[config.mk]
export PLATFORM = sky130hd
export DESIGN_NAME = rate_monotonic_tick_scheduler
export DESIGN_NICKNAME = d
export VERILOG_FILES = /design/src/sv/rmts_pkg.sv /design/src/sv/rate_monotonic_tick_scheduler.sv /design/src/sv/rmts_task_table.sv /design/src/sv/rmts_seq.sv
export VERILOG_INCLUDE_DIRS = /design/src /design/src/sv
export SDC_FILE = /design/constraint.sdc
export NUM_CORES = 1
export LEC_CHECK = 0
export BUFFER_PORTS_ARGS = -buffer_cell sky130_fd_sc_hd__buf_2
export CORE_UTILIZATION = 45
export CTS_CLUSTER_SIZE = 40
export DETAILED_ROUTE_END_ITERATION = 16
export GPL_TIMING_DRIVEN = 0
export PLACE_DENSITY = 0.62
export SYNTH_ARGS = -nofsm -noshare
export SYNTH_HDL_FRONTEND = slang
export SYNTH_SLANG_ARGS = --single-unit
[constraint.sdc]
create_clock -name clk -period 7.51 [get_ports clk]
set_input_delay 0.751 -clock clk [delete_from_list [all_inputs] [get_ports clk]]
set_output_delay 0.751 -clock clk [all_outputs]
set_load 0.005 [all_outputs]
[src/sv/rate_monotonic_tick_scheduler_macros.svh]
// ----------------------------------------------------------------------------
// Assertion macros for the rate-monotonic tick scheduler
// Clocked on clk, disabled while rst is high.
// ----------------------------------------------------------------------------
`ifndef RATE_MONOTONIC_TICK_SCHEDULER_MACROS_SVH
`define RATE_MONOTONIC_TICK_SCHEDULER_MACROS_SVH

// Property checked at every edge out of reset.
`define RMTS_ASSERT_PROP(label, prop, msg) \
  label: assert property (@(posedge clk) disable iff (rst) (prop)) else $error(msg);

// Antecedent in one cycle implies consequent in the next.
`define RMTS_ASSERT_NEXT(label, ante, cons, msg) \
  label: assert property (@(posedge clk) disable iff (rst) (ante) |=> (cons)) else $error(msg);

`endif

[src/sv/rmts_pkg.sv]
// ----------------------------------------------------------------------------
// rmts_pkg
// Shared constants and types of the rate-monotonic tick scheduler.
// ----------------------------------------------------------------------------
`timescale 1ns / 1ps

package rmts_pkg;

  localparam int MAX_TASKS_DEF  = 8;
  localparam int TICK_WIDTH_DEF = 8;

  localparam int COUNT_W   = 4;  // task_count and running_task
  localparam int SLOT_W    = 3;
  localparam int IN_TICK_W = 8;  // exec_ticks and period_ticks

  localparam logic KIND_LOAD = 1'b0;
  localparam logic KIND_TICK = 1'b1;

  // Operations the sequencer issues to the task table in one cycle
  typedef struct packed {
    logic load;  // write all four fields of the load slot
    logic scan;  // count down / release the entry at the table address
    logic dec;   // take one tick of budget from the entry at the table address
  } tbl_ctrl_t;

endpackage

[src/sv/rate_monotonic_tick_scheduler.sv]
// ----------------------------------------------------------------------------
// rate_monotonic_tick_scheduler
// Periodic task table with rate-monotonic selection, one word per tick.
// ----------------------------------------------------------------------------
// Usage:
//   cfg channel (cfg_valid/cfg_ready/cfg_data) sets task_count, the number
//   of slots in use from slot zero; cfg_ready is always high. Write it only
//   while no item is in flight.
//   in channel carries one item: kind 0 loads a slot (budget, period; a
//   period of 0 counts as 1) and gives no result; kind 1 is a tick.
//   out channel carries one word per tick: running_task (slot + 1, 0 when
//   idle) and idle.
// Timing: a load is written to the table in the cycle it is accepted. A
//   tick scans the used slots, where used = min(task_count, MAX_TASKS):
//   the shared period compare visits one slot per cycle, releasing it as
//   it goes; then the DEC state charges the winner unless it was released
//   in this tick, and the EMIT state loads the output register. With no
//   slot in use a tick goes straight to EMIT. in_ready stays low until the
//   word is loaded, so a new item is not taken while a tick is in flight.
// Reset clears task_count, remaining budgets and countdowns at once.
// If the receiver stalls, the result word holds in the output register; a
//   following tick completes its scan and then waits until the word is taken.
// ----------------------------------------------------------------------------
`timescale 1ns / 1ps
`include "rate_monotonic_tick_scheduler_macros.svh"

module rate_monotonic_tick_scheduler #(
  parameter int MAX_TASKS  = rmts_pkg::MAX_TASKS_DEF,
  parameter int TICK_WIDTH = rmts_pkg::TICK_WIDTH_DEF
) (
  input  logic                           clk,
  input  logic                           rst,
  input  logic                           cfg_valid,
  output logic                           cfg_ready,
  input  logic [rmts_pkg::COUNT_W-1:0]   cfg_data,
  input  logic                           in_valid,
  output logic                           in_ready,
  input  logic                           kind,
  input  logic [rmts_pkg::SLOT_W-1:0]    slot,
  input  logic [rmts_pkg::IN_TICK_W-1:0] exec_ticks,
  input  logic [rmts_pkg::IN_TICK_W-1:0] period_ticks,
  output logic                           out_valid,
  input  logic                           out_ready,
  output logic [rmts_pkg::COUNT_W-1:0]   running_task,
  output logic                           idle
);

  localparam int IDX_W = (MAX_TASKS > 1) ? $clog2(MAX_TASKS) : 1;
  localparam int CNT_W = $clog2(MAX_TASKS + 1);
  localparam int SAT_W = (TICK_WIDTH > rmts_pkg::IN_TICK_W) ? TICK_WIDTH
                                                            : rmts_pkg::IN_TICK_W;
  localparam logic [SAT_W-1:0] TICK_MAX = SAT_W'({TICK_WIDTH{1'b1}});

  logic [rmts_pkg::COUNT_W-1:0] task_count;

  logic                  accept;
  logic                  load_req;
  logic                  start;
  logic [4:0]            tc_ext;
  logic [4:0]            used_ext;
  logic [CNT_W-1:0]      used;
  logic [4:0]            slot_ext;
  logic [IDX_W-1:0]      load_idx;
  logic [SAT_W-1:0]      budget_ext;
  logic [SAT_W-1:0]      period_ext;
  logic [SAT_W-1:0]      budget_sat;
  logic [SAT_W-1:0]      period_sat;
  logic [TICK_WIDTH-1:0] load_budget;
  logic [TICK_WIDTH-1:0] load_period;

  rmts_pkg::tbl_ctrl_t   ctrl;
  logic [IDX_W-1:0]      addr;
  logic [TICK_WIDTH-1:0] rd_remaining;
  logic [TICK_WIDTH-1:0] rd_period;
  logic                  rd_due;
  logic                  busy;
  logic                  emit;
  logic                  emit_ok;
  logic                  found;
  logic [IDX_W-1:0]      best;
  logic [4:0]            task_num;

  assign cfg_ready = 1'b1;

  always_ff @(posedge clk) begin
    if (rst) begin
      task_count <= '0;
    end else if (cfg_valid && cfg_ready) begin
      task_count <= cfg_data;
    end
  end

  assign in_ready = !busy;
  assign accept   = in_valid && in_ready;
  assign start    = accept && (kind == rmts_pkg::KIND_TICK);

  // Drop loads aimed past the table
  assign slot_ext = 5'(slot);
  assign load_idx = slot_ext[IDX_W-1:0];
  assign load_req = accept && (kind == rmts_pkg::KIND_LOAD)
                    && (32'(slot) < MAX_TASKS);

  // Clamp the slot count to the table depth
  assign tc_ext   = 5'(task_count);
  assign used_ext = (tc_ext > 5'(MAX_TASKS)) ? 5'(MAX_TASKS) : tc_ext;
  assign used     = used_ext[CNT_W-1:0];

  // Saturate load fields to the tick width; a zero period becomes one
  assign budget_ext  = SAT_W'(exec_ticks);
  assign period_ext  = SAT_W'(period_ticks);
  assign budget_sat  = (budget_ext > TICK_MAX) ? TICK_MAX : budget_ext;
  assign period_sat  = (period_ext > TICK_MAX) ? TICK_MAX : period_ext;
  assign load_budget = budget_sat[TICK_WIDTH-1:0];
  assign load_period = (period_sat == '0) ? TICK_WIDTH'(1) : period_sat[TICK_WIDTH-1:0];

  rmts_task_table #(
    .MAX_TASKS  (MAX_TASKS),
    .TICK_WIDTH (TICK_WIDTH)
  ) u_table (
    .clk          (clk),
    .rst          (rst),
    .ctrl         (ctrl),
    .load_idx     (load_idx),
    .load_budget  (load_budget),
    .load_period  (load_period),
    .addr         (addr),
    .rd_remaining (rd_remaining),
    .rd_period    (rd_period),
    .rd_due       (rd_due)
  );

  rmts_seq #(
    .MAX_TASKS  (MAX_TASKS),
    .TICK_WIDTH (TICK_WIDTH)
  ) u_seq (
    .clk          (clk),
    .rst          (rst),
    .start        (start),
    .load_req     (load_req),
    .used         (used),
    .emit_ok      (emit_ok),
    .rd_remaining (rd_remaining),
    .rd_period    (rd_period),
    .rd_due       (rd_due),
    .ctrl         (ctrl),
    .addr         (addr),
    .busy         (busy),
    .emit         (emit),
    .found        (found),
    .best         (best)
  );

  // Output register: load the word once the previous one is gone
  assign emit_ok  = emit && (!out_valid || out_ready);
  assign task_num = 5'(best) + 5'd1;

  always_ff @(posedge clk) begin
    if (rst) begin
      out_valid <= 1'b0;
    end else if (emit_ok) begin
      out_valid <= 1'b1;
    end else if (out_ready) begin
      out_valid <= 1'b0;
    end
  end

  always_ff @(posedge clk) begin
    if (emit_ok) begin
      running_task <= found ? task_num[rmts_pkg::COUNT_W-1:0] : '0;
      idle         <= !found;
    end
  end

  `RMTS_ASSERT_PROP(a_idle_matches_task, !out_valid || (idle == (running_task == '0)), "idle flag disagrees with running_task")
  `RMTS_ASSERT_NEXT(a_tick_holds_input, start, !in_ready, "input taken again right after a tick")
  `RMTS_ASSERT_PROP(a_task_in_range, !out_valid || idle || (32'(running_task) <= MAX_TASKS) || (MAX_TASKS > 15), "running_task beyond the table")

endmodule

[src/sv/rmts_task_table.sv]
// ----------------------------------------------------------------------------
// rmts_task_table
// Per-slot budget, period, remaining budget and release countdown, with one
// shared read/update port at the address the sequencer drives.
// ----------------------------------------------------------------------------
`timescale 1ns / 1ps

module rmts_task_table #(
  parameter int MAX_TASKS  = rmts_pkg::MAX_TASKS_DEF,
  parameter int TICK_WIDTH = rmts_pkg::TICK_WIDTH_DEF,
  localparam int IDX_W     = (MAX_TASKS > 1) ? $clog2(MAX_TASKS) : 1
) (
  input  logic                  clk,
  input  logic                  rst,
  input  rmts_pkg::tbl_ctrl_t   ctrl,
  input  logic [IDX_W-1:0]      load_idx,
  input  logic [TICK_WIDTH-1:0] load_budget,
  input  logic [TICK_WIDTH-1:0] load_period,
  input  logic [IDX_W-1:0]      addr,
  output logic [TICK_WIDTH-1:0] rd_remaining,
  output logic [TICK_WIDTH-1:0] rd_period,
  output logic                  rd_due
);

  logic [TICK_WIDTH-1:0] budget_table    [MAX_TASKS];
  logic [TICK_WIDTH-1:0] period_table    [MAX_TASKS];
  logic [TICK_WIDTH-1:0] remaining_table [MAX_TASKS];
  logic [TICK_WIDTH-1:0] countdown       [MAX_TASKS];

  logic [TICK_WIDTH-1:0] cd_cur;

  assign cd_cur       = countdown[addr];
  assign rd_remaining = remaining_table[addr];
  assign rd_period    = period_table[addr];
  assign rd_due       = (cd_cur <= TICK_WIDTH'(1));

  // Budget and period hold no reset; they are valid once loaded.
  always_ff @(posedge clk) begin
    if (ctrl.load) begin
      budget_table[load_idx] <= load_budget;
      period_table[load_idx] <= load_period;
    end
  end

  always_ff @(posedge clk) begin
    if (rst) begin
      for (int i = 0; i < MAX_TASKS; i++) begin
        remaining_table[i] <= '0;
        countdown[i]       <= '0;
      end
    end else if (ctrl.load) begin
      remaining_table[load_idx] <= load_budget;
      countdown[load_idx]       <= load_period;
    end else if (ctrl.scan) begin
      // Release at the period boundary: refill budget, restart countdown
      if (rd_due) begin
        remaining_table[addr] <= budget_table[addr];
        countdown[addr]       <= period_table[addr];
      end else begin
        countdown[addr] <= cd_cur - TICK_WIDTH'(1);
      end
    end else if (ctrl.dec) begin
      remaining_table[addr] <= rd_remaining - TICK_WIDTH'(1);
    end
  end

endmodule

[src/sv/rmts_seq.sv]
// ----------------------------------------------------------------------------
// rmts_seq
// Tick sequencer: walks the slots in use through one shared period compare,
// releasing each slot as it goes, then charges the winner one tick unless it was just released.
// ----------------------------------------------------------------------------
`timescale 1ns / 1ps

module rmts_seq #(
  parameter int MAX_TASKS  = rmts_pkg::MAX_TASKS_DEF,
  parameter int TICK_WIDTH = rmts_pkg::TICK_WIDTH_DEF,
  localparam int IDX_W     = (MAX_TASKS > 1) ? $clog2(MAX_TASKS) : 1,
  localparam int CNT_W     = $clog2(MAX_TASKS + 1)
) (
  input  logic                  clk,
  input  logic                  rst,
  input  logic                  start,
  input  logic                  load_req,
  input  logic [CNT_W-1:0]      used,
  input  logic                  emit_ok,
  input  logic [TICK_WIDTH-1:0] rd_remaining,
  input  logic [TICK_WIDTH-1:0] rd_period,
  input  logic                  rd_due,
  output rmts_pkg::tbl_ctrl_t   ctrl,
  output logic [IDX_W-1:0]      addr,
  output logic                  busy,
  output logic                  emit,
  output logic                  found,
  output logic [IDX_W-1:0]      best
);

  localparam logic [1:0] ST_IDLE = 2'd0;
  localparam logic [1:0] ST_SCAN = 2'd1;
  localparam logic [1:0] ST_DEC  = 2'd2;
  localparam logic [1:0] ST_EMIT = 2'd3;

  logic [1:0]            state;
  logic [IDX_W-1:0]      idx;
  logic [TICK_WIDTH-1:0] best_period;
  logic                  best_due;
  logic                  take;
  logic                  last;

  // Shared compare: strictly shorter period wins, so the lower slot keeps ties
  assign take = (rd_remaining != '0) && (!found || (rd_period < best_period));
  assign last = (CNT_W'(idx) == (used - CNT_W'(1)));

  assign busy = (state != ST_IDLE);
  assign emit = (state == ST_EMIT);
  assign addr = (state == ST_DEC) ? best : idx;

  always_comb begin
    ctrl      = '0;
    ctrl.load = load_req;
    ctrl.scan = (state == ST_SCAN);
    // A winner released this tick has its budget refilled; skip the charge
    ctrl.dec  = (state == ST_DEC) && found && !best_due;
  end

  always_ff @(posedge clk) begin
    if (rst) begin
      state <= ST_IDLE;
      found <= 1'b0;
    end else begin
      unique case (state)
        ST_IDLE: begin
          if (start) begin
            found <= 1'b0;
            state <= (used == '0) ? ST_EMIT : ST_SCAN;
          end
        end
        ST_SCAN: begin
          if (take) begin
            found <= 1'b1;
          end
          if (last) begin
            state <= ST_DEC;
          end
        end
        ST_DEC: begin
          state <= ST_EMIT;
        end
        ST_EMIT: begin
          if (emit_ok) begin
            state <= ST_IDLE;
          end
        end
        default: state <= ST_IDLE;
      endcase
    end
  end

  always_ff @(posedge clk) begin
    if (state == ST_IDLE) begin
      idx <= '0;
    end else if (state == ST_SCAN) begin
      idx <= idx + IDX_W'(1);
      if (take) begin
        best        <= idx;
        best_period <= rd_period;
        best_due    <= rd_due;
      end
    end
  end

endmodule
### Word level (Yosys, flattened, before mapping)

Memory sizes are Yosys's and may differ from the RTL's.
Index checks and enable logic that the tools add are counted.
Widths: inputs -> output; s select.

| cells by class | value |
|---|---|
| order comparisons | 5 |
| shift-type cells | 0 |
| mux-type cells | 50 |
| eq/ne operators | 8 |
| multiply operators | 0 |
| add/sub/neg operators | 5 |
| bitwise gates (word level) | 4 |
| reductions and logical operators | 27 |
| divide/modulo/power cells | 0 |

Operator list:

| kind | number |
|---|---|
| $mux 8 | 9 |
| $reduce_or 8->1 | 4 |
| $mux 1 | 29 |
| $gt 8x8->1 const B | 2 |
| $sub 8x1->8 const B | 2 |
| $mux 3 | 5 |
| $reduce_and 3->1 | 3 |
| $le 8x1->1 const B | 1 |
| $logic_not 8->1 | 1 |
| $lt 8x8->1 | 1 |
| $mux 2 | 4 |
| $pmux 2 s4 | 1 |
| $reduce_bool 8->1 | 1 |
| $logic_and 1x1->1 | 7 |
| $ne 2x1->1 const B | 3 |
| $reduce_bool 2->1 | 3 |
| $add 3x1->4 const B | 1 |
| $eq 2x2->1 const B | 2 |
| $eq 3x4->1 | 1 |
| $gt 4x4->1 const B | 1 |
| $logic_not 1->1 | 4 |
| $logic_not 4->1 | 1 |
| $mux 4 | 1 |
| $sub 4x1->4 const B | 1 |
| other kinds (8) | 11 |

| word-level totals | value |
|---|---|
| output and inout bits | 8 |
| memory bits (read-only) | 0 |
| latch bits | 0 |
| memories | 4 |
| bits in writable memories | 256 |
| word-level logic and storage cells | 113 |
| flip-flop bits (word level) | 28 |

Memory list:

| name | depth | width | read ports | clocked after Yosys merged registers in | write ports | line | RTL |
|---|---|---|---|---|---|---|---|
| u_table.budget_table | 8 | 8 | 1 | 0 | 1 | rmts_task_table.sv:25 | `logic [TICK_WIDTH-1:0] budget_table [MAX_TASKS];` |
| u_table.countdown | 8 | 8 | 1 | 0 | 8 | rmts_task_table.sv:28 | `logic [TICK_WIDTH-1:0] countdown [MAX_TASKS];` |
| u_table.period_table | 8 | 8 | 1 | 0 | 1 | rmts_task_table.sv:26 | `logic [TICK_WIDTH-1:0] period_table [MAX_TASKS];` |
| u_table.remaining_table | 8 | 8 | 1 | 0 | 8 | rmts_task_table.sv:27 | `logic [TICK_WIDTH-1:0] remaining_table [MAX_TASKS];` |

### Logic depth before layout (Yosys ltp)

Gate-level depths: netlist (run 1).
An unclocked memory read counts as a cell.

| depth | value |
|---|---|
| depth in word-level cells | 12 |
| gate-level depth with buffers | 18 |

### Modules after synthesis

From an unflattened synthesis (run 1), not the netlist that was laid out.

| second synthesis, totals | value |
|---|---|
| cells, all modules | 872 |
| area total of the unflattened synthesis | 13319.0 um^2 |

Modules (own cells, without submodules):

| module | area an instance (um^2) | cells each | instances |
|---|---|---|---|
| rmts_task_table | 11782.6 | 727 | 1 |
| rmts_seq | 1054.8 | 96 | 1 |
| rate_monotonic_tick_scheduler | 481.7 | 49 | 1 |

### Worst setup path before layout (run 1)

Ideal clock, no wire load.

| timing path | value |
|---|---|
| path kind | reg2reg |
| from | reg u_seq.state[0] |
| to | reg u_seq.best[0] (enable) |
| cell stages (with the launch flop) | 17 |
| setup time | 0.449 ns |
| path buffers | 5 |
| setup slack | 1.490 ns |
| arrival | 5.571 ns |
| cell sequence | dfxtp_1 -> inv_1 -> ha_1 -> buf_2 -> mux2i_1 -> buf_2 -> buf_2 -> buf_2 -> clkbuf_1 -> a31oi_1 -> mux2_2 -> ha_1 -> a21o_1 -> a21o_1 -> a21oi_1 -> o21ai_0 -> a2111oi_0 |

| on the way | value |
|---|---|
| longest elaborated chain between the ends | 7 |
| elaborated cells between the ends (all ways) | 12 |
| those cells by class | order compare (1); eq/ne (2); mux (1); bitwise (1); reduce/logical (5); memory (2) |

RTL lines:

| item | line | RTL |
|---|---|---|
| start: declaration | rmts_seq.sv:36 | `logic [1:0] state;` |
| start signal: assignment | rmts_seq.sv:68 | `state <= (used == '0) ? ST_EMIT : ST_SCAN;` |
| $eq 2x2->1 | rmts_seq.sv:49 | `assign addr = (state == ST_DEC) ? best : idx;` |
| $mux 3 | rmts_seq.sv:49 |  |
| $mem_v2 8x8 | n/a |  |
| named net rd_period[5] | rate_monotonic_tick_scheduler.sv:74 | `logic [TICK_WIDTH-1:0] rd_period;` |
| $lt 8x8->1 | rmts_seq.sv:44 | `assign take = (rd_remaining != '0) && (!found \|\| (rd_period < best_period));` |
| $logic_or 1x1->1 | rmts_seq.sv:44 |  |
| $logic_and 1x1->1 | rmts_seq.sv:44 |  |
| $reduce_and 3->1 (no source line) | n/a |  |
| end signal: assignment | rmts_seq.sv:98 | `best <= idx;` |
| end: declaration | rmts_seq.sv:28 | `output logic [IDX_W-1:0] best` |

The timed path passes the listed nets, and every way through them passes these cells.
A chain may end at the register's enable or synchronous reset.

### Worst setup path in the final report (run 1)

| timing path | value |
|---|---|
| from | reg u_seq.state[0] |
| to | reg u_seq.best_period[3] (enable) |

| on the way | value |
|---|---|
| longest elaborated chain between the ends | 7 |
| elaborated cells between the ends (all ways) | 12 |
| those cells by class | order compare (1); eq/ne (2); mux (1); bitwise (1); reduce/logical (5); memory (2) |

RTL lines:

| item | line | RTL |
|---|---|---|
| $eq 2x2->1 | rmts_seq.sv:49 |  |
| $mux 3 | rmts_seq.sv:49 |  |
| $mem_v2 8x8 | n/a |  |
| named net rd_period[5] | rate_monotonic_tick_scheduler.sv:74 |  |
| $lt 8x8->1 | rmts_seq.sv:44 |  |
| $logic_or 1x1->1 | rmts_seq.sv:44 |  |
| $logic_and 1x1->1 | rmts_seq.sv:44 |  |
| $reduce_and 3->1 (no source line) | n/a |  |
| end signal: assignment | rmts_seq.sv:99 | `best_period <= rd_period;` |
| end: declaration | rmts_seq.sv:38 | `logic [TICK_WIDTH-1:0] best_period;` |

The timed path passes the listed nets, and every way through them passes these cells.

==> summary.txt, run 1 <==
Critical path
  • Worst Reg-to-Reg Cells: 18
  • Most Frequent Cell on Critical Path: buf_2
  • Highest net fanout along the worst path: 10
  • CP Capture Type: register
  • Arr. time, crit path: ~6.7 ns
  • Worst flop-to-flop path endpoint: u_seq.best_period[3]
  • Setup CP Type: reg2reg
  • Req. time, crit path: 7.77 ns
  • Critical-path cell list: inv_1, ha_1, buf_2, mux2i_1, buf_2, buf_2, buf_2, clkbuf_1, a31oi_1, mux2_2, ha_1, a21o_1, a21o_1, a21oi_1, o21ai_0, a2111oi_2, buf_2, buf_4
  • Crit-path slowest cell: mux2i_1
  • FF-to-FF setup slack: between 1 and 1.5 ns
  • RR Startpoint: u_seq.state[0]
  • Startpoint types: register
  • Crit-path max cell delay: 0.77 ns

Synth
  • Yosys warns: 0
  • Mapped cell area: 12900 µm²
  • Synthesized flop and latch total: 284
  • Synth Net Count: a little over 900
  • Sequential-to-total area share from yosys stat: 0.655
  • Most used DFF post-synth: edfxtp_1
  • Asr flop ratio synth: 0
  • Post-Syn Instances: 856
  • Adder-cell share of the synthesized area: 0.0195
  • Synth Area in XOR/XNOR: 0.00750
  • Post-synth EDFFs: approximately 270
  • Mean post-synth cell area: between 15 and 20 µm²
  • Main combinational cell family by area after synthesis: multiplexers
  • Synth unique cells: 66
  • Post-synthesis mux area share: 0.143
  • Simple-Gate Fraction of Synth Area: 0.100
  • Synth Area in Compound Gates: 0.0553

Route
  • Iteration-0 DRC count of the detailed router: 814
  • Avg WL per Cell: roughly 22 µm
  • DRT antenna net count: 0
  • Pre-Repair DR Iteration Count: 5
  • Detail-routed via count per cell: 5.64
  • # DRC: 0
  • WL final: about 30 mm
  • Vias: 7542

Layout
  • Final nets: 983
  • Layout Utilization: 0.526
  • Layout cells sized above 1: 0.209
  • Final Cell Area: 14700 µm²
  • Area delta synth->final: 14.2%

STA
  • Slew Viols, Final: 0
  • Setup total negative slack: 0 ns
  • Setup Skew: roughly 0.011 ns
  • Slew Limit Headroom: 0.211
  • Tightest Pin Transition: 1.18 ns
  • Hold Vio Cnt, Final: 0
  • RSZ-0062 raised after global routing: false
  • Final min period: 6.46 ns
  • Setup-failing EPs final: 0
  • F_max: roughly 150 MHz
  • Tcrit/Tclk final: 0.861
  • Worst Slack Setup Final: between 1 and 1.5 ns

CTS
  • Root buffer cell: clkbuf_16
  • Worst-case clock buffer depth: 3
  • H-tree lvl count: 1
  • Clk_lat worst skew: about 0.55 ns
  • Worst-path clk slew: ~0.060 ns
  • CTS Buf Count: 30
  • # Post-CTS Setup Buffers: 0
  • PostCTS Resize Cnt: 0
  • CTS tree: built
  • Hold bufs inserted after CTS: 0
  • Total clock sinks: 284

Floorplanning
  • FP Rows: 61
  • Initial Utilization: 0.460
  • Die width: 171 µm
  • Die area: 29200 µm²
  • IO Pins: 37
  • Core ar.: roughly 28000 µm²
  • Die H: ~170 µm

Power and ir drop
  • Clk pwr share: 0.323
  • Combinational fraction of design power: 0.263
  • Design Power: 4530 µW
  • PD cells: 309 nW/µm²
  • Worst IR drop on VDD: 0.158 mV
  • Leak Pwr: 0.00516 µW
  • Switching power: 1360 µW
  • Pint: 3170 µW
  • Sw frac: 0.301
  • Part of the power in registers: 0.414

Placed design
  • Setup WS pre-CTS: around 1 ns
  • Final RePlAce weighted congestion: 0.848
  • Placed Area: 13700 µm²
  • DP HPWL: 21.0 mm
  • PortBufs: 34

Worst hold path
  • Hold path depth: 0
  • Hold Path Class: reg2reg
  • Startpoint of the worst hold path: u_seq.idx[2]
  • Hold Path End: u_seq.best[2]

Global route
  • Pin count of the biggest net entering global routing: 15
  • First-pass GRT wire length: between 40 and 50 mm
  • Vias in the first global route: 7371
  • Initial antenna violation count: 2
  • Remaining Overflow, GRT: 0
  • Gr usage total: 0.212

Job
  • Max cap viols: 0

Run status
  • Status: finished, final reports clean
[how the worst max path moves through the flow]
stage | startpoint | to | slack [ns] | cells past startpoint
after floorplan | u_seq.state[0] | u_seq.best[0] | 1.49 | 16
after global placement | u_seq.state[0] | u_seq.best_period[0] | -1.60 | 16
after detailed placement | u_seq.state[0] | u_seq.best_period[2] | 0.99 | 18
after CTS | u_seq.state[0] | u_seq.best_period[1] | 0.98 | 18
after global routing | u_seq.state[0] | u_seq.best_period[0] | 0.67 | 18
final | u_seq.state[0] | u_seq.best_period[3] | 1.05 | 18
[sequential cells by signal, summed over array words and instances, names as in the netlist]
register,count
running_task,4
u_table.remaining_table,64
u_seq.state,2
u_seq.best,3
u_table.period_table,64
u_seq.found,1
idle,1
out_valid,1
task_count,4
u_seq.idx,3
u_seq.best_due,1
u_table.countdown,64
u_seq.best_period,8
u_table.budget_table,64
[metal layers]
metal / wire (µm) / up-vias / global-route usage
met5: 0 / - / 0
met4: 681 / 0 / 0.0555
met3: 1670 / 43 / 0.0340
met2: 14200 / 228 / 0.341
met1: 13400 / 3847 / 0.300
li1: - / 3424 / -
[power groups by stage]
| stage | registers [µW] | logic [µW] | clock network, µW |
|---|---|---|---|
| after global routing | 1880 | 1300 | 1530 |
| final | 1880 | 1190 | 1460 |
| after CTS | 1880 | 1200 | 1480 |
| after floorplan | 1900 | 846 | 0 |
| after global placement | 1910 | 1170 | 0 |
| after detailed placement | 1910 | 1190 | 0 |
[logic make-up (layout without fill, tap and decap cells)]
family / after synthesis / after routing
other: 1 / 3
AOI/OAI and AO/OA: 75 / 75
DFF: 284 / 284
adders and majority gates: 20 / 20
and+or+nand+nor: 292 / 292
buffers and inverters: 60 / 161
xor gates and xnor gates: 11 / 11
muxes: 113 / 113
[cell usage in the layout (no fill, tap or decap), types with 6 or more instances in the layout]
cell type and instances:
mux4_2 53, buf_1 6, mux2_2 8, nand3_1 7
inv_1 15, nor2_2 6, edfxtp_1 273, a31oi_1 7
buf_2 46, nand2b_1 21, nor3_1 11, dfxtp_1 11
clkbuf_1 31, nor2_1 165, xnor2_1 8, clkinv_2 9
clkbuf_16 31, nand2_1 46, nor2b_1 6, mux2i_1 47
a32oi_1 6, a21o_1 10, ha_1 20, o21ai_0 7
a311oi_4 7, a211oi_1 8
[cell type report]
| type | count | area (µm²) |
|---|---|---|
| inverters | 16 | 60.1 |
| plain buffers | 44 | 190 |
| clock inverters | 17 | 166 |
| multi-input cells | 512 | 4220 |
| fillers | 2344 | 13300 |
| well taps | 378 | 473 |
| flip-flops and latches | 284 | 8420 |
| clock buffers | 38 | 802 |
| diodes | 2 | 5.00 |
| repair buffers | 46 | 347 |
[synthesized netlist by cell type (11+ instances only)]
master | number | area share
buf_2 | 11 | 0.0043
clkbuf_1 | 24 | 0.0070
dfxtp_1 | 11 | 0.017
edfxtp_1 | 273 | 0.64
ha_1 | 20 | 0.019
inv_1 | 15 | 0.0044
mux2i_1 | 48 | 0.037
mux4_2 | 53 | 0.093
nand2_1 | 46 | 0.013
nand2b_1 | 21 | 0.010
nor2_1 | 171 | 0.050
nor3_1 | 13 | 0.0051
[worst max-delay path: cells and delay by family (launching register included)]
family | cells | cell delay (ns)
multiplexers | 2 | 1.11
adder cells (fa/ha/maj) | 2 | 0.49
flip-flops | 1 | 0.32
buffers and inverters | 8 | 2.67
AO/OA/AOI/OAI | 6 | 1.55
[through the flow]
step	hold WS [ns]	std cells
detailed placement	0.423	1280
global route	0.436	1335
floorplan	0.406	856
global placement	0.417	1268
CTS	0.427	1335
finish	0.433	1337
Power figures use the tool's default switching activity.
==> run 2: changes to the inputs <==
- CELL_PAD_IN_SITES_DETAIL_PLACEMENT: default -> 0
- CELL_PAD_IN_SITES_GLOBAL_PLACEMENT: default -> 1
- PLACE_DENSITY: 0.62 -> 0.7
==> run 2 against run 1 <==
Against the previous run:
- combinational power barely moved
- via count decreased by 0.98%
- critical path type unchanged
- worst hold slack gained 0.0048 ns
- register-to-register slack got worse by 0.37 ns
==> summary.txt, run 2 (synthesis gave the netlist of run 1 again) <==
Global route
  • Gr usage total: 0.222
  • Initial antenna violation count: 0
  • Vias in the first global route: 7581
  • Global routing usage on met2: 0.370
  • First-pass GRT wire length: roughly 47 mm
  • Top Usage Layer GRT: met2
  • M1 GR Usage: 0.309
  • GR Util met3: 0.0342
  • Remaining Overflow, GRT: 0
  • Pin count of the biggest net entering global routing: 16

Floorplanning
  • Die area: a little under 30000 µm²
  • Core ar.: 27900 µm²
  • FP Rows: 61
  • Initial Utilization: 0.460
  • Die H: 171 µm
  • IO Pins: 37
  • Die width: 171 µm

Layout
  • Number of diodes: 0
  • Non-filler cells, final: 1338
  • Commonest non-fill, non-tap cell in the layout: edfxtp_1
  • Area delta synth->final: 13.7%
  • Most frequent cells in the layout: edfxtp_1 (273), nor2_1 (165), mux4_2 (53), mux2i_1 (47)
  • Layout Utilization: 0.523
  • Final nets: between 900 and 1000
  • Final Cell Area: around 15000 µm²
  • Layout cells sized above 1: 0.200

Power and ir drop
  • PD cells: 307 nW/µm²
  • Worst IR drop on VDD: 0.189 mV
  • Part of the power in registers: 0.419
  • Design Power: roughly 4500 µW
  • Switching power: roughly 1400 µW
  • Pint: approximately 3100 µW
  • Sw frac: 0.306
  • Leak Pwr: 0.00513 µW
  • Combinational fraction of design power: 0.268
  • Clk pwr share: 0.313

Critical path
  • Most Frequent Cell on Critical Path: buf_2
  • Worst flop-to-flop path endpoint: u_seq.best_period[1]
  • Setup CP Type: reg2reg
  • CP top delay family: buffers and inverters
  • Startpoint types: register
  • Critical-path cell list: inv_1, ha_1, buf_2, mux2i_1, buf_2, buf_2, buf_2, clkbuf_1, a31oi_1, mux2_2, ha_1, a21o_1, a21o_1, a21oi_1, o21ai_0, a2111oi_2, buf_2
  • Arr. time, crit path: 7.08 ns
  • Worst Reg-to-Reg Cells: 17
  • CP Capture Type: register
  • Crit-path max cell delay: 1.00 ns
  • FF-to-FF setup slack: 0.68 ns
  • Highest net fanout along the worst path: 10
  • Req. time, crit path: 7.76 ns
  • RR Startpoint: u_seq.state[0]
  • Critical path buffers and inverters: 7
  • Crit-path slowest cell: a2111oi_2

STA
  • Setup-failing EPs final: 0
  • Slew Limit Headroom: 0.265
  • Hold Vio Cnt, Final: 0
  • RSZ-0062 raised after global routing: false
  • F_max: 146 MHz
  • Tcrit/Tclk final: 0.909
  • Setup Skew: 0.0136 ns
  • Slew Viols, Final: 0
  • Worst Slack Setup Final: 0.680 ns
  • Tightest Pin Transition: 1.07 ns
  • Final min period: 6.83 ns

CTS
  • PostCTS Resize Cnt: 0
  • CTS Buf Count: 31
  • Worst-case clock buffer depth: 3
  • CTS tree: built
  • H-tree lvl count: 1
  • Hold bufs inserted after CTS: 0
  • Root buffer cell: clkbuf_16
  • Total clock sinks: 284
  • Clk_lat worst skew: 0.56 ns
  • # Post-CTS Setup Buffers: 0
  • Worst-path clk slew: approximately 0.060 ns

Route
  • WL final: 30.9 mm
  • Vias: 7468
  • DRT antenna net count: 0
  • Avg WL per Cell: 23.1 µm
  • Detail-routed via count per cell: 5.58
  • Pre-Repair DR Iteration Count: 5
  • # DRC: 0
  • Iteration-0 DRC count of the detailed router: 569

Placed design
  • Setup WS pre-CTS: approximately 0.63 ns
  • PortBufs: 34
  • Placed Area: 13700 µm²
  • DP HPWL: 21.6 mm
  • Placed Instances: 1280
  • Final RePlAce weighted congestion: around 0.86

Job
  • Max cap viols: 0

Worst hold path
  • Startpoint of the worst hold path: cfg_data[0]
  • Hold Path End: task_count[0]
  • Hold Path Class: in2reg
  • Hold path depth: 3

Run status
  • Status: finished, final reports clean
## run 2: cell types whose count changed in the layout (fill, tap and decap cells not counted), sizes merged
cell / delta
clkbuf: +7
clkinv: -1
diode: -2
inv: +1
bufinv: -2
clkinvlp: -2
## run 2: worst max path at each step
stage	to	cells past startpoint	start	slack [ns]
after global routing	u_seq.best_period[1]	17	u_seq.state[0]	0.19
final	u_seq.best_period[1]	17	u_seq.state[0]	0.68
after floorplan	u_seq.best[0]	16	u_seq.state[0]	1.49
after global placement	u_seq.best_period[2]	16	u_seq.state[0]	-1.59
after CTS	u_seq.best_period[1]	17	u_seq.state[0]	0.62
after detailed placement	u_seq.best_period[1]	17	u_seq.state[0]	0.63
## run 2: worst min-delay path: stages
cell,delay [ns]
buf_2,0.08
mux2i_1,0.06
nor2_1,0.07
## run 2: power groups by stage
stage	clock, µW	sequential (µW)	combinational, µW
2_1_floorplan	0	1900	846
3_3_place_gp	0	1910	1190
3_5_place_dp	0	1910	1210
4_1_cts	1420	1880	1210
5_1_grt	1490	1880	1300
6_report	1400	1880	1200
## run 2: metrics by stage
step	hold slack [ns]	TNS (ns)
floorplan	0.406	0
global placement	0.438	-19.12
detailed placement	0.421	0
CTS	0.425	0
global route	0.427	0
finish	0.438	0
## run 2: per-layer routing
layer	share of wire	vias to the layer above	routed length, µm
met5	0	-	0
met2	0.48	199	15000
met4	0.016	0	500
met3	0.051	38	1590
li1	-	3425	-
met1	0.45	3806	13900
## run 2: final cells by class
cell class              count  area, µm²
plain buffers              44        190
clock buffers              45        828
clock inverters            13       92.6
fillers                  2431      13300
inverters                  16       60.1
multi-input cells         512       4220
flip-flops and latches    284       8420
well taps                 378        473
repair buffers             46        327
==> run 3: changes to the inputs <==
- CAP_MARGIN: default -> 20
- MAX_ROUTING_LAYER: default -> met4
==> run 3 against run 2 <==
Against the previous run:
- first-iteration DRC count grew 1.2%
- power down 0.96%
- routed wire length down 0.38%
- clock skew increased by 0.0017 ns
- clock-buffer cell count decreased by 4
- final cell count down 0.15%
- critical endpoint unchanged
==> summary.txt, run 3 (synthesis gave the netlist of run 1 again) <==
Route
  • Pre-Repair DR Iteration Count: 7
  • WL final: 30.8 mm
  • DRT antenna net count: 0
  • # DRC: 0
  • Avg WL per Cell: 23.1 µm
  • Iteration-0 DRC count of the detailed router: 576
  • Vias: 7479
  • Detail-routed via count per cell: 5.60

Critical path
  • Startpoint types: register
  • RR Startpoint: u_seq.state[0]
  • Setup CP Type: reg2reg
  • Req. time, crit path: a little under 8 ns
  • Worst flop-to-flop path endpoint: u_seq.best_period[1]
  • CP Capture Type: register
  • Highest net fanout along the worst path: 10
  • FF-to-FF setup slack: 0.98 ns
  • Arr. time, crit path: between 6 and 7 ns
  • Worst Reg-to-Reg Cells: 17

Placed design
  • Final RePlAce weighted congestion: 0.872
  • PortBufs: 34
  • DP HPWL: between 20 and 25 mm
  • Placed Area: 13700 µm²
  • Setup WS pre-CTS: roughly 0.66 ns
  • Placed Instances: 1280

Layout
  • Most frequent cells in the layout: edfxtp_1 (273), nor2_1 (165), mux4_2 (53), mux2i_1 (47)
  • Area delta synth->final: 13.6%
  • Layout cells sized above 1: 0.207
  • Non-filler cells, final: between 1000 and 1500
  • Fill cells: 2406
  • Number of diodes: 0
  • Final Cell Area: between 10000 and 15000 µm²
  • Layout Utilization: 0.523
  • Footprint of the multi-input gates: 4220 µm²
  • Final nets: between 900 and 1000
  • Commonest non-fill, non-tap cell in the layout: edfxtp_1
  • Register area: about 8400 µm²

STA
  • Hold_ws: 0.446 ns
  • RSZ-0062 raised after global routing: false
  • F_max: 153 MHz
  • Setup Skew: 0.0154 ns
  • Slew Viols, Final: 0
  • Tcrit/Tclk final: 0.869
  • Setup-failing EPs final: 0
  • Hold Vio Cnt, Final: 0
  • Worst Slack Setup Final: 0.985 ns
  • Final min period: between 6 and 7 ns
  • Tightest Pin Transition: 1.10 ns
  • Slew Limit Headroom: 0.266

Worst hold path
  • Hold Path Class: reg2reg
  • Hold path depth: 0
  • Startpoint of the worst hold path: u_seq.idx[2]
  • Hold Path End: u_seq.best[2]

CTS
  • Worst-case clock buffer depth: 3
  • Clk_lat worst skew: 0.54 ns
  • CTS tree: built
  • Hold bufs inserted after CTS: 0
  • Worst-path clk slew: 0.07 ns
  • Root buffer cell: clkbuf_16
  • CTS Buf Count: 30
  • Total clock sinks: roughly 280
  • H-tree lvl count: 1
  • # Post-CTS Setup Buffers: 0
  • PostCTS Resize Cnt: 0

Floorplanning
  • FP Rows: 61
  • Initial Utilization: 0.460
  • Die H: ~170 µm
  • IO Pins: 37
  • Core ar.: 27900 µm²
  • Die area: 29200 µm²
  • Die width: 171 µm

Power and ir drop
  • PD cells: roughly 300 nW/µm²
  • Leak Pwr: 0.00513 µW
  • Worst IR drop on VDD: 0.182 mV

Run status
  • Status: finished, final reports clean

Global route
  • Gr usage total: 0.230
  • Pin count of the biggest net entering global routing: 15
  • Remaining Overflow, GRT: 0
  • Initial antenna violation count: 0
  • First-pass GRT wire length: 47.2 mm
  • Vias in the first global route: 7573

Job
  • Max cap viols: 0
-- run 3: cell types whose count changed in the layout (fill, tap and decap cells not counted), moves of 2 or more --
| cell | previous run | this run |
|---|---|---|
| clkinvlp_4 | 0 | 2 |
| clkinv_2 | 4 | 6 |
| clkbuf_1 | 38 | 32 |
| clkinv_1 | 6 | 4 |
| clkbuf_8 | 0 | 2 |
| buf_4 | 3 | 5 |
-- run 3: worst max path at each step --
stage                        start                    to  slack, ns  cells past startpoint
global route        u_seq.state[0]  u_seq.best_period[1]       0.48                     17
finish              u_seq.state[0]  u_seq.best_period[1]       0.98                     17
floorplan           u_seq.state[0]         u_seq.best[0]       1.49                     16
global placement    u_seq.state[0]  u_seq.best_period[2]      -1.59                     16
CTS                 u_seq.state[0]  u_seq.best_period[1]       0.62                     17
detailed placement  u_seq.state[0]  u_seq.best_period[1]       0.66                     17
-- run 3: per-layer routing --
metal / GRT usage / wire length (µm)
met2: 0.376 / 15100
met3: 0.0308 / 1590
met1: 0.310 / 13600
met4: 0.0423 / 531
met5: - / 0
-- run 3: area by class of cell --
class / count / share of cell area
buffer: 44 / 0.0130
tap: 378 / 0.0324
clock inverter: 13 / 0.00471
clock buffer: 41 / 0.0571
multi-input combinational: 512 / 0.289
sequential: 284 / 0.576
timing repair buffer: 48 / 0.0234
inverter: 16 / 0.00411
-- run 3: report_power, final --
| part | switching [µW] | internal [µW] |
|---|---|---|
| clock | 587 | 771 |
| combinational | 730 | 471 |
| sequential | 33.4 | 1840 |
| total | 1350 | 3090 |
-- run 3: metrics by stage --
step	TNS, ns	total power (µW)
finish	0	4440
global route	0	4650
CTS	0	4470
detailed placement	0	3120
global placement	-19.12	3100
floorplan	0	2740
-- run 3: worst max-delay path: stages (launching register included) --
cell,delay (ns)
dfxtp_1,0.36
inv_1,0.10
ha_1,0.20
buf_2,0.17
mux2_1,0.28
buf_2,0.32
buf_2,0.37
buf_1,0.65
clkbuf_1,0.71
clkbuf_1,0.67
nand2_1,0.10
nand2_1,0.18
ha_1,0.27
a21oi_1,0.15
o21a_1,0.14
o21ai_0,0.20
a2111oi_2,0.99
buf_2,0.35
